<file path="config.mk">
export PLATFORM = sky130hd
export DESIGN_NAME = bank_switch_mapper_with_scanline_irq
export DESIGN_NICKNAME = d
export VERILOG_FILES = /design/src/design/bsm_pkg.sv /design/src/design/bank_switch_mapper_with_scanline_irq.sv
export VERILOG_INCLUDE_DIRS = /design/src /design/src/design
export SDC_FILE = /design/constraint.sdc
export NUM_CORES = 1
export LEC_CHECK = 0
export BUFFER_PORTS_ARGS = -buffer_cell sky130_fd_sc_hd__buf_2
export CAP_MARGIN = 20
export CORE_ASPECT_RATIO = 0.6
export CORE_UTILIZATION = 53
export DETAILED_ROUTE_END_ITERATION = 12
export HOLD_SLACK_MARGIN = 0.15
export PLACE_DENSITY = 0.75
export SYNTH_ARGS = -nofsm -noshare
export SYNTH_HDL_FRONTEND = slang
export SYNTH_SLANG_ARGS = --single-unit
</file>
<file path="constraint.sdc">
create_clock -name clk -period 2.65 [get_ports clk]
set_input_delay 0.1325 -clock clk [delete_from_list [all_inputs] [get_ports clk]]
set_output_delay 0.1325 -clock clk [all_outputs]
set_load 0.1 [all_outputs]
</file>
<file path="src/design/bank_switch_mapper_with_scanline_irq_assert.svh">
// Assertion macros for the bank switch mapper.
// Included by the RTL files that check themselves; needs nothing else.
`ifndef BANK_SWITCH_MAPPER_WITH_SCANLINE_IRQ_ASSERT_SVH
`define BANK_SWITCH_MAPPER_WITH_SCANLINE_IRQ_ASSERT_SVH

`ifndef SYNTHESIS

// Checked outside reset.
`define BSM_ASSERT(lbl, clock, reset, prop, msg) \
  lbl: assert property (@(posedge clock) disable iff (reset) prop) else $error(msg);

// Checked at every edge, reset included.
`define BSM_ASSERT_ALWAYS(lbl, clock, prop, msg) \
  lbl: assert property (@(posedge clock) prop) else $error(msg);

`else

`define BSM_ASSERT(lbl, clock, reset, prop, msg)
`define BSM_ASSERT_ALWAYS(lbl, clock, prop, msg)

`endif

`endif

</file>
<file path="src/design/bsm_pkg.sv">
// Shared types and constants for the bank switch mapper.
// No dependencies.
`default_nettype none

package bsm_pkg;

  localparam int unsigned NUM_BANK_REGS = 8;

  typedef logic [7:0] bank_t;

  // Request kinds
  typedef enum logic [1:0] {
    REQ_WRITE    = 2'd0,
    REQ_PRG      = 2'd1,
    REQ_CHR      = 2'd2,
    REQ_SCANLINE = 2'd3
  } req_t;

  // Register write decode: {address[15:13], address[0]}
  typedef enum logic [3:0] {
    WR_BANK_SELECT = 4'b1000,
    WR_BANK_DATA   = 4'b1001,
    WR_MIRROR      = 4'b1010,
    WR_PROTECT     = 4'b1011,
    WR_IRQ_LATCH   = 4'b1100,
    WR_IRQ_RELOAD  = 4'b1101,
    WR_IRQ_DISABLE = 4'b1110,
    WR_IRQ_ENABLE  = 4'b1111
  } wr_code_t;

  // Configuration register indexes
  typedef enum logic [1:0] {
    CFG_PRG_MASK     = 2'd0,
    CFG_CHR_MASK     = 2'd1,
    CFG_FOUR_SCREEN  = 2'd2,
    CFG_PROTECT_IGN  = 2'd3
  } cfg_idx_t;

  // RAM protect mode, data bits 7..6
  localparam logic [1:0] PROT_BOTH_ON  = 2'b10;
  localparam logic [1:0] PROT_READ_ONLY = 2'b11;

  localparam bank_t PRG_MASK_RESET = 8'd63;
  localparam bank_t CHR_MASK_RESET = 8'd255;
  localparam bank_t PRG_SECOND_LAST = 8'hFE;
  localparam bank_t PRG_LAST        = 8'hFF;

  localparam bank_t BANK_REGS_INIT [NUM_BANK_REGS] = '{
    8'd0, 8'd2, 8'd4, 8'd5, 8'd6, 8'd7, 8'd0, 8'd1
  };

  typedef struct packed {
    logic [20:0] mapped_addr;
    logic        mirror_horizontal;
    logic        ram_read_enable;
    logic        ram_write_enable;
    logic        irq_pending;
  } result_t;

endpackage

`default_nettype wire

</file>
<file path="src/design/bank_switch_mapper_with_scanline_irq.sv">
// Top level of the bank switch mapper with scanline IRQ counter.
// Uses bsm_pkg and the assertion macros in bank_switch_mapper_with_scanline_irq_assert.svh.
`default_nettype none
`include "bank_switch_mapper_with_scanline_irq_assert.svh"

// Bank switch mapper (MMC3 style, NEC counter behavior). Every input beat is a
// register write, a program lookup, a pattern lookup or a scanline clock, and
// gives exactly one result beat carrying the mapped ROM offset (zero for
// writes and clocks) together with mirroring, RAM enables and the IRQ line as
// they stand after that beat. One beat is taken every clock while in_stall is
// low; the result is held in the output register. The decode, the bank
// selection and the counter step all sit in the single combinational stage
// between the input ports and that register. A skid register behind the
// output lets one more beat in while a result waits; in_stall rises only when
// the skid register is full. Configuration writes are always ready and must
// come while the block is idle.
module bank_switch_mapper_with_scanline_irq import bsm_pkg::*; (
  input  wire logic        clk,
  input  wire logic        rst,
  // request channel
  input  wire logic        in_valid,
  output      logic        in_stall,
  input  wire logic [1:0]  req_type,
  input  wire logic [15:0] address,
  input  wire logic [7:0]  data,
  // result channel
  output      logic        out_valid,
  input  wire logic        out_stall,
  output      logic [20:0] mapped_addr,
  output      logic        mirror_horizontal,
  output      logic        ram_read_enable,
  output      logic        ram_write_enable,
  output      logic        irq_pending,
  // configuration channel
  input  wire logic        cfg_valid,
  output      logic        cfg_ready,
  input  wire logic [1:0]  cfg_index,
  input  wire logic [7:0]  cfg_data
);

  // ---------------------------------------------------------------------------
  // Configuration registers
  // ---------------------------------------------------------------------------
  bank_t prg_bank_mask;
  bank_t chr_bank_mask;
  logic  four_screen;
  logic  ram_protect_ignored;

  assign cfg_ready = 1'b1;

  always_ff @(posedge clk) begin
    if (rst) begin
      prg_bank_mask       <= PRG_MASK_RESET;
      chr_bank_mask       <= CHR_MASK_RESET;
      four_screen         <= 1'b0;
      ram_protect_ignored <= 1'b0;
    end else if (cfg_valid && cfg_ready) begin
      unique case (cfg_idx_t'(cfg_index))
        CFG_PRG_MASK:    prg_bank_mask       <= cfg_data;
        CFG_CHR_MASK:    chr_bank_mask       <= cfg_data;
        CFG_FOUR_SCREEN: four_screen         <= cfg_data[0];
        CFG_PROTECT_IGN: ram_protect_ignored <= cfg_data[0];
        default: ;
      endcase
    end
  end

  // ---------------------------------------------------------------------------
  // Mapper state
  // ---------------------------------------------------------------------------
  bank_t bank_select, bank_select_next;
  bank_t bank_regs [NUM_BANK_REGS];
  logic  bank_wr;
  logic  mirror_reg, mirror_reg_next;
  logic  ram_read_flag, ram_read_flag_next;
  logic  ram_write_flag, ram_write_flag_next;
  bank_t irq_latch, irq_latch_next;
  bank_t irq_counter, irq_counter_next;
  logic  irq_enable, irq_enable_next;
  logic  irq_flag, irq_flag_next;

  logic    accept;
  req_t    req;
  logic [3:0] wr_code;

  assign accept  = in_valid && !in_stall;
  assign req     = req_t'(req_type);
  assign wr_code = {address[15:13], address[0]};

  // State update: writes and scanline clocks
  always_comb begin
    bank_select_next    = bank_select;
    bank_wr             = 1'b0;
    mirror_reg_next     = mirror_reg;
    ram_read_flag_next  = ram_read_flag;
    ram_write_flag_next = ram_write_flag;
    irq_latch_next      = irq_latch;
    irq_counter_next    = irq_counter;
    irq_enable_next     = irq_enable;
    irq_flag_next       = irq_flag;

    unique case (req)
      REQ_WRITE: begin
        unique case (wr_code)
          WR_BANK_SELECT: bank_select_next = data;
          WR_BANK_DATA:   bank_wr = 1'b1;
          WR_MIRROR: begin
            if (!four_screen) begin
              mirror_reg_next = data[0];
            end
          end
          WR_PROTECT: begin
            if (!ram_protect_ignored) begin
              ram_read_flag_next  = (data[7:6] == PROT_BOTH_ON) ||
                                    (data[7:6] == PROT_READ_ONLY);
              ram_write_flag_next = (data[7:6] == PROT_BOTH_ON);
            end
          end
          WR_IRQ_LATCH:  irq_latch_next = data;
          WR_IRQ_RELOAD: irq_counter_next = '0;
          WR_IRQ_DISABLE: begin
            irq_enable_next = 1'b0;
            irq_flag_next   = 1'b0;
          end
          WR_IRQ_ENABLE: irq_enable_next = 1'b1;
          default: ;  // below 0x8000: no register
        endcase
      end
      REQ_SCANLINE: begin
        // reload at zero, else count down; flag when it lands on zero
        if (irq_counter == '0) begin
          irq_counter_next = irq_latch;
        end else begin
          irq_counter_next = irq_counter - 8'd1;
        end
        if ((irq_counter_next == '0) && irq_enable) begin
          irq_flag_next = 1'b1;
        end
      end
      default: ;  // lookups leave the state alone
    endcase
  end

  always_ff @(posedge clk) begin
    if (rst) begin
      bank_select    <= '0;
      bank_regs      <= BANK_REGS_INIT;
      mirror_reg     <= 1'b0;
      ram_read_flag  <= 1'b1;
      ram_write_flag <= 1'b1;
      irq_latch      <= '0;
      irq_counter    <= '0;
      irq_enable     <= 1'b0;
      irq_flag       <= 1'b0;
    end else if (accept) begin
      bank_select    <= bank_select_next;
      if (bank_wr) begin
        bank_regs[bank_select[2:0]] <= data;
      end
      mirror_reg     <= mirror_reg_next;
      ram_read_flag  <= ram_read_flag_next;
      ram_write_flag <= ram_write_flag_next;
      irq_latch      <= irq_latch_next;
      irq_counter    <= irq_counter_next;
      irq_enable     <= irq_enable_next;
      irq_flag       <= irq_flag_next;
    end
  end

  // ---------------------------------------------------------------------------
  // Bank lookups
  // ---------------------------------------------------------------------------
  bank_t      prg_bank;
  bank_t      chr_bank;
  logic [2:0] chr_slot;

  // bank_select bit 6 swaps R6 with the fixed second-last bank
  always_comb begin
    unique case (address[14:13])
      2'd0:    prg_bank = bank_select[6] ? PRG_SECOND_LAST : bank_regs[6];
      2'd1:    prg_bank = bank_regs[7];
      2'd2:    prg_bank = bank_select[6] ? bank_regs[6] : PRG_SECOND_LAST;
      default: prg_bank = PRG_LAST;
    endcase
  end

  // bank_select bit 7 swaps the two 4K pattern halves
  assign chr_slot = address[12:10] ^ {bank_select[7], 2'b00};

  always_comb begin
    unique case (chr_slot)
      3'd0:    chr_bank = {bank_regs[0][7:1], 1'b0};
      3'd1:    chr_bank = {bank_regs[0][7:1], 1'b1};
      3'd2:    chr_bank = {bank_regs[1][7:1], 1'b0};
      3'd3:    chr_bank = {bank_regs[1][7:1], 1'b1};
      3'd4:    chr_bank = bank_regs[2];
      3'd5:    chr_bank = bank_regs[3];
      3'd6:    chr_bank = bank_regs[4];
      default: chr_bank = bank_regs[5];
    endcase
  end

  result_t res;

  always_comb begin
    unique case (req)
      REQ_PRG: res.mapped_addr = {prg_bank & prg_bank_mask, address[12:0]};
      REQ_CHR: res.mapped_addr = {3'b000, chr_bank & chr_bank_mask, address[9:0]};
      default: res.mapped_addr = '0;
    endcase
    res.mirror_horizontal = mirror_reg_next;
    res.ram_read_enable   = ram_read_flag_next;
    res.ram_write_enable  = ram_write_flag_next;
    res.irq_pending       = irq_flag_next;
  end

  // ---------------------------------------------------------------------------
  // Output register with skid stage
  // ---------------------------------------------------------------------------
  result_t out_res;
  result_t skid_res;
  logic    skid_valid;
  logic    out_free;

  assign in_stall = skid_valid;
  assign out_free = !out_valid || !out_stall;

  always_ff @(posedge clk) begin
    if (rst) begin
      out_valid  <= 1'b0;
      skid_valid <= 1'b0;
    end else if (out_free) begin
      if (skid_valid) begin
        out_valid  <= 1'b1;
        skid_valid <= 1'b0;
      end else begin
        out_valid  <= accept;
      end
    end else if (accept) begin
      skid_valid <= 1'b1;
    end
  end

  always_ff @(posedge clk) begin
    if (out_free) begin
      if (skid_valid) begin
        out_res <= skid_res;
      end else if (accept) begin
        out_res <= res;
      end
    end else if (accept) begin
      skid_res <= res;
    end
  end

  assign mapped_addr       = out_res.mapped_addr;
  assign mirror_horizontal = out_res.mirror_horizontal;
  assign ram_read_enable   = out_res.ram_read_enable;
  assign ram_write_enable  = out_res.ram_write_enable;
  assign irq_pending       = out_res.irq_pending;

  // ---------------------------------------------------------------------------
  // Checks
  // ---------------------------------------------------------------------------
  `BSM_ASSERT(a_skid_behind_out, clk, rst, skid_valid |-> out_valid,
              "skid register holds a beat while the output register is empty")
  `BSM_ASSERT_ALWAYS(a_write_needs_read, clk, ram_write_flag |-> ram_read_flag,
                     "RAM writes enabled with reads disabled")
  `BSM_ASSERT(a_irq_rise_on_clock, clk, rst,
              $rose(irq_flag) |-> $past(accept && (req == REQ_SCANLINE)),
              "IRQ raised without a scanline clock")
  `BSM_ASSERT(a_irq_fall_on_disable, clk, rst,
              $fell(irq_flag) |-> ($past(rst) ||
                $past(accept && (req == REQ_WRITE) && (wr_code == WR_IRQ_DISABLE))),
              "IRQ cleared without a disable write")

endmodule

`default_nettype wire
</file>
Word-level counts from Yosys, hierarchy flattened
Cells that the tools add are included.

storage, ports and cells
  flip-flop bits (word level) = 163
  input port bits = 41
  output and inout port bits = 28
  word-level logic and storage cells = 124

operators by class
  add/subtract/negate cells = 1
  $lt $le $gt $ge = 2
  equal/unequal tests = 25
  multiplexer cells = 30
  bitwise gates (word level) = 5
  reductions and logical operators = 29

operators by type and width
  cell                   count
  $bwmux W64             1
  $pmux W8 S7            1
  $mux W25               2
  $mux W8                6
  $pmux W21 S2           1
  $eq A4 B4 Y1 const B   8
  $demux W8 S3           1
  $pmux W8 S3            1
  $and A8 B8 Y8          2
  $logic_not A8 Y1       2
  $pmux W8 S2            1
  $eq A2 B2 Y1 const B   7
  $mux W1                14
  $reduce_and A2 Y1      7
  $reduce_and A3 Y1      4
  $eq A3 B3 Y1 const B   3
  $sub A8 B1 Y8 const B  1
  $eq A2 B1 Y1 const B   3
  $eq A3 B2 Y1 const B   2
  $logic_not A2 Y1       3
  $reduce_bool A2 Y1     3
  $ge A4 B4 Y1 const B   1
  $lt A4 B1 Y1 const B   1
  $not A3 Y4             1
  10 further kinds       16

Longest topological paths before layout
  word-level depth = 9
  gate-level depth with buffers = 8

Least setup slack after synthesis
Ideal clock, no wire load.

  path type = flip-flop to flip-flop
  from = register skid_valid (netlist: in_stall)
  to = register out_res (netlist bit irq_pending), enable pin
  setup time = 415 ps
  arrival = 3084 ps
  required time = 2235 ps
  setup slack = -849 ps
  cell stages (with the launch flop) = 5
  buffers on the path = 2
  clock period less this slack = 3499 ps
  cell sequence = dfxtp_1 > clkbuf_1 > clkbuf_1 > nor2_1 > a21oi_1

between the ends
  cells in the longest elaborated chain, start to end = 4

ends and longest elaborated chain
  what                            line                                         RTL
  from (decl)                     bank_switch_mapper_with_scanline_irq.sv:222  logic skid_valid;
  from (signal assigned)          bank_switch_mapper_with_scanline_irq.sv:231  skid_valid <= 1'b0;
  from (signal assigned)          bank_switch_mapper_with_scanline_irq.sv:235  skid_valid <= 1'b0;
  from (signal assigned)          bank_switch_mapper_with_scanline_irq.sv:240  skid_valid <= 1'b1;
  $logic_not A1 Y1                bank_switch_mapper_with_scanline_irq.sv:86   assign accept = in_valid && !in_stall;
  $logic_and A1 B1 Y1             bank_switch_mapper_with_scanline_irq.sv:86
  $reduce_bool A2 Y1 (no line) *  n/a
  $reduce_and A2 Y1 (no line) *   n/a
  to (signal assigned)            bank_switch_mapper_with_scanline_irq.sv:247  out_res <= skid_res;
  to (signal assigned)            bank_switch_mapper_with_scanline_irq.sv:249  out_res <= res;
  to (decl)                       bank_switch_mapper_with_scanline_irq.sv:220  result_t out_res;

Mark *: on every way between the ends. The rest lies on a longest branch, timed or not.
A chain may end at the register's enable or synchronous reset.

Final worst setup path
  from = register irq_counter[1]
  to = register out_res (netlist bit irq_pending) (data pin)

between the ends
  cells in the longest elaborated chain, start to end = 9

ends and longest elaborated chain
  what                                                      line                                                                                      RTL
  from (decl)                                               bank_switch_mapper_with_scanline_irq.sv:78                                                bank_t irq_counter, irq_counter_next;
  from (signal assigned)                                    bank_switch_mapper_with_scanline_irq.sv:164                                               irq_counter <= irq_counter_next;
  $sub A8 B1 Y8 / $logic_not A8 Y1 (equally long branches)  bank_switch_mapper_with_scanline_irq.sv:134, bank_switch_mapper_with_scanline_irq.sv:131
  $mux W8 *                                                 bank_switch_mapper_with_scanline_irq.sv:131                                               if (irq_counter == '0) begin
  $mux W8 *                                                 bank_switch_mapper_with_scanline_irq.sv:102                                               unique case (req)
  $logic_not A8 Y1 *                                        bank_switch_mapper_with_scanline_irq.sv:136                                               if ((irq_counter_next == '0) && irq_enable) begin
  $logic_and A1 B1 Y1 *                                     bank_switch_mapper_with_scanline_irq.sv:136
  $mux W1 *                                                 bank_switch_mapper_with_scanline_irq.sv:136
  $pmux W1 S2 *                                             bank_switch_mapper_with_scanline_irq.sv:102
  $mux W25 *                                                bank_switch_mapper_with_scanline_irq.sv:248                                               end else if (accept) begin
  $mux W25 *                                                bank_switch_mapper_with_scanline_irq.sv:246                                               if (skid_valid) begin

Mark *: on every way between the ends. The rest lies on a longest branch, timed or not. The select of a mux whose other input is x is not followed.

==> flow_summary.json <==
{
  "status": "finished clean",
  "core_um2": 12900,
  "cts_tree": "yes",
  "via_per_inst": 5.96,
  "start_util_pct": 54.7,
  "path_class": "register to register",
  "drc": 0,
  "p_leak_uw": 0.00327,
  "antenna_left": 0,
  "io_pins": 69,
  "largest_reg_flops": 62,
  "largest_register": "bank_regs",
  "die_h_um": 91.5,
  "p_per_area_nw_per_um2": 655,
  "max_freq_ghz": 0.440,
  "drive_above_1_share_pct": 20.1,
  "antenna_cells": 0,
  "crit_arrival_ps": 2530,
  "period_share_pct": 85.7,
  "synth_edf_count": 50,
  "ir_drop_mv": 0.431,
  "rows": 32,
  "root_buffer": "clkbuf_16",
  "syn_to_final_growth_pct": 18.9,
  "cts_resized": 0,
  "drtIter0Drc": 449,
  "min_path_type": "input port to register",
  "synth-seq-cells": 158,
  "regToRegStartpoint": "irq_counter[1]",
  "die_w_um": 151,
  "finalHoldViolations": 0,
  "fin_tns_setup_ps": 0,
  "clk_latency_ps": 430,
  "required_ps": 2910,
  "yosysWarningCount": 0,
  "routabilityCongestion": 0.925,
  "syn-cell-area_um2": 7070,
  "avgSynthCellArea_um2": 9.78,
  "routedWlPerCell_um": 19.0,
  "io_buffers": 67,
  "synthFlopType": "dfxtp_1",
  "cts_setup_buffers": 0,
  "syn_inst": 723,
  "fin_total_pwr_uw": 5510,
  "antenna_found_initial": 0,
  "fin_area_um2": 8410,
  "endpoint_kind": "register",
  "nets": 851,
  "critPathLaunchType": "register",
  "route.vias.total": 5886,
  "cts.sinks": 158,
  "slowest_stage": "nor3b_2",
  "worst_pin_slew_ps": 827,
  "finalWirelength_mm": 18.7,
  "slew_headroom_pct": 44.9,
  "numCtsBuffers": 17,
  "syn-num-nets": 770,
  "finClkSkew_ps": 9.40,
  "placed_cell_area_um2": 7550,
  "slowest_delay_ps": 480,
  "dp.cells": 924,
  "final_core_util_pct": 65.0,
  "grt-ovfl-total": 0,
  "grt_first_pass_wirelength_mm": 30.0,
  "cp_max_fo": 8,
  "dieArea_um2": 13800,
  "crit_start": "irq_counter[1]",
  "layout_common_cells": "dfxtp_1 (107), nand2_1 (87), buf_2 (67)",
  "clk_pin_slew_ps": 70,
  "finalCriticalPeriod_ps": 2270,
  "grtUsageTotal_pct": 28.6,
  "ys_types": 54,
  "path_cells": "inv_1 -> ha_1 -> nor3b_2 -> and4b_1 -> a21oi_1 -> a2111o_1 -> o31ai_1",
  "stdcell_count": 987,
  "hold_start": "cfg_index[1]",
  "grt_max_degree": 78,
  "final_common_cell": "dfxtp_1",
  "h-tree-depth": 4,
  "cap_violations": 0,
  "setup_viol": 0,
  "drtPass1Iterations": 5,
  "dpl.hpwl_mm": 12.5,
  "slew_viol_final": 0,
  "cts_buffer_depth": 2,
  "synthArstFlopShare_pct": 0,
  "grt_pass1_vias": 5588,
  "rsz0062_at_grt": "no",
  "synth-seq-area-share_pct": 51.8
}
## layer usage
| layer | track usage [%] | up-vias | share of wire, % | routed length (um) |
|---|---|---|---|---|
| met5 | 0 | - | 0 | 0 |
| met4 | 9.58 | 0 | 1.6 | 291 |
| met3 | 7.34 | 38 | 9.3 | 1730 |
| met2 | 41.6 | 274 | 42 | 7890 |
| met1 | 41.1 | 2823 | 47 | 8790 |
| li1 | - | 2751 | - | - |
## worst paths after layout
kind         cells past startpoint  slack (ps)                   to
min                              4         170  ram_protect_ignored
max                              7         380          irq_pending
max reg2reg                      7         380          irq_pending
min reg2reg                      2         480        ram_read_flag
## cell type report
class / instances / area, um^2
fill: 977 / 4520
sequential: 158 / 3660
multi-input combinational: 501 / 3170
timing repair buffer: 115 / 773
clock buffer: 18 / 429
tap: 170 / 213
clock inverter: 14 / 121
inverter: 11 / 41.3
## synth_stat cells, types with 11 or more instances
cell type / instances / area (um^2)
mux2_2: 39 / 439
o21a_1: 13 / 97.6
nor3_1: 17 / 85.1
and2_1: 11 / 68.8
edfxtp_1: 50 / 1500
o21ai_0: 51 / 255
a21oi_1: 49 / 245
nand3_1: 29 / 145
mux2i_1: 49 / 490
clkbuf_1: 49 / 184
nor2_1: 62 / 233
nand2_1: 87 / 327
dfxtp_1: 108 / 2160
## power by group
part | internal (uW) | switching [uW] | total (uW)
clock network | 1230 | 1080 | 2310
logic | 162 | 462 | 624
registers | 2560 | 19.7 | 2580
total | 3950 | 1560 | 5510
## timing repair
item                                    CTS  global route
hold buffers                             31             0
endpoints found under the setup margin    0             0
endpoints found under the hold margin    93             0
## worst max-delay path: cells and delay by family, from the launching register on
kind	cells	cell delay [ps]
and+or+nand+nor	2	760
buffers and inverters	1	110
adders and majority gates	1	210
DFF	1	380
AOI/OAI and AO/OA	3	650
## stage by stage
stage / hold slack [ps] / worst slack (ps)
2_1_floorplan: 256 / 255
3_3_place_gp: 369 / 496
3_5_place_dp: 370 / 423
4_1_cts: 160 / 421
5_1_grt: 189 / 237
6_report: 172 / 378
## cell families (layout without fill, tap and decap cells)
| group | count (synthesis) | count (layout) | share of synthesized area [%] |
|---|---|---|---|
| adder cells (fa/ha/maj) | 6 | 6 | 1.06 |
| other | 1 | 1 | 0.0530 |
| AO/OA/AOI/OAI | 159 | 159 | 13.7 |
| multiplexers | 88 | 88 | 13.1 |
| AND/OR/NAND/NOR | 242 | 242 | 16.0 |
| buffers and inverters | 64 | 158 | 3.57 |
| flip-flops | 158 | 158 | 51.8 |
| XOR/XNOR | 5 | 5 | 0.619 |
Note: power is estimated with default switching activity, not from simulation.
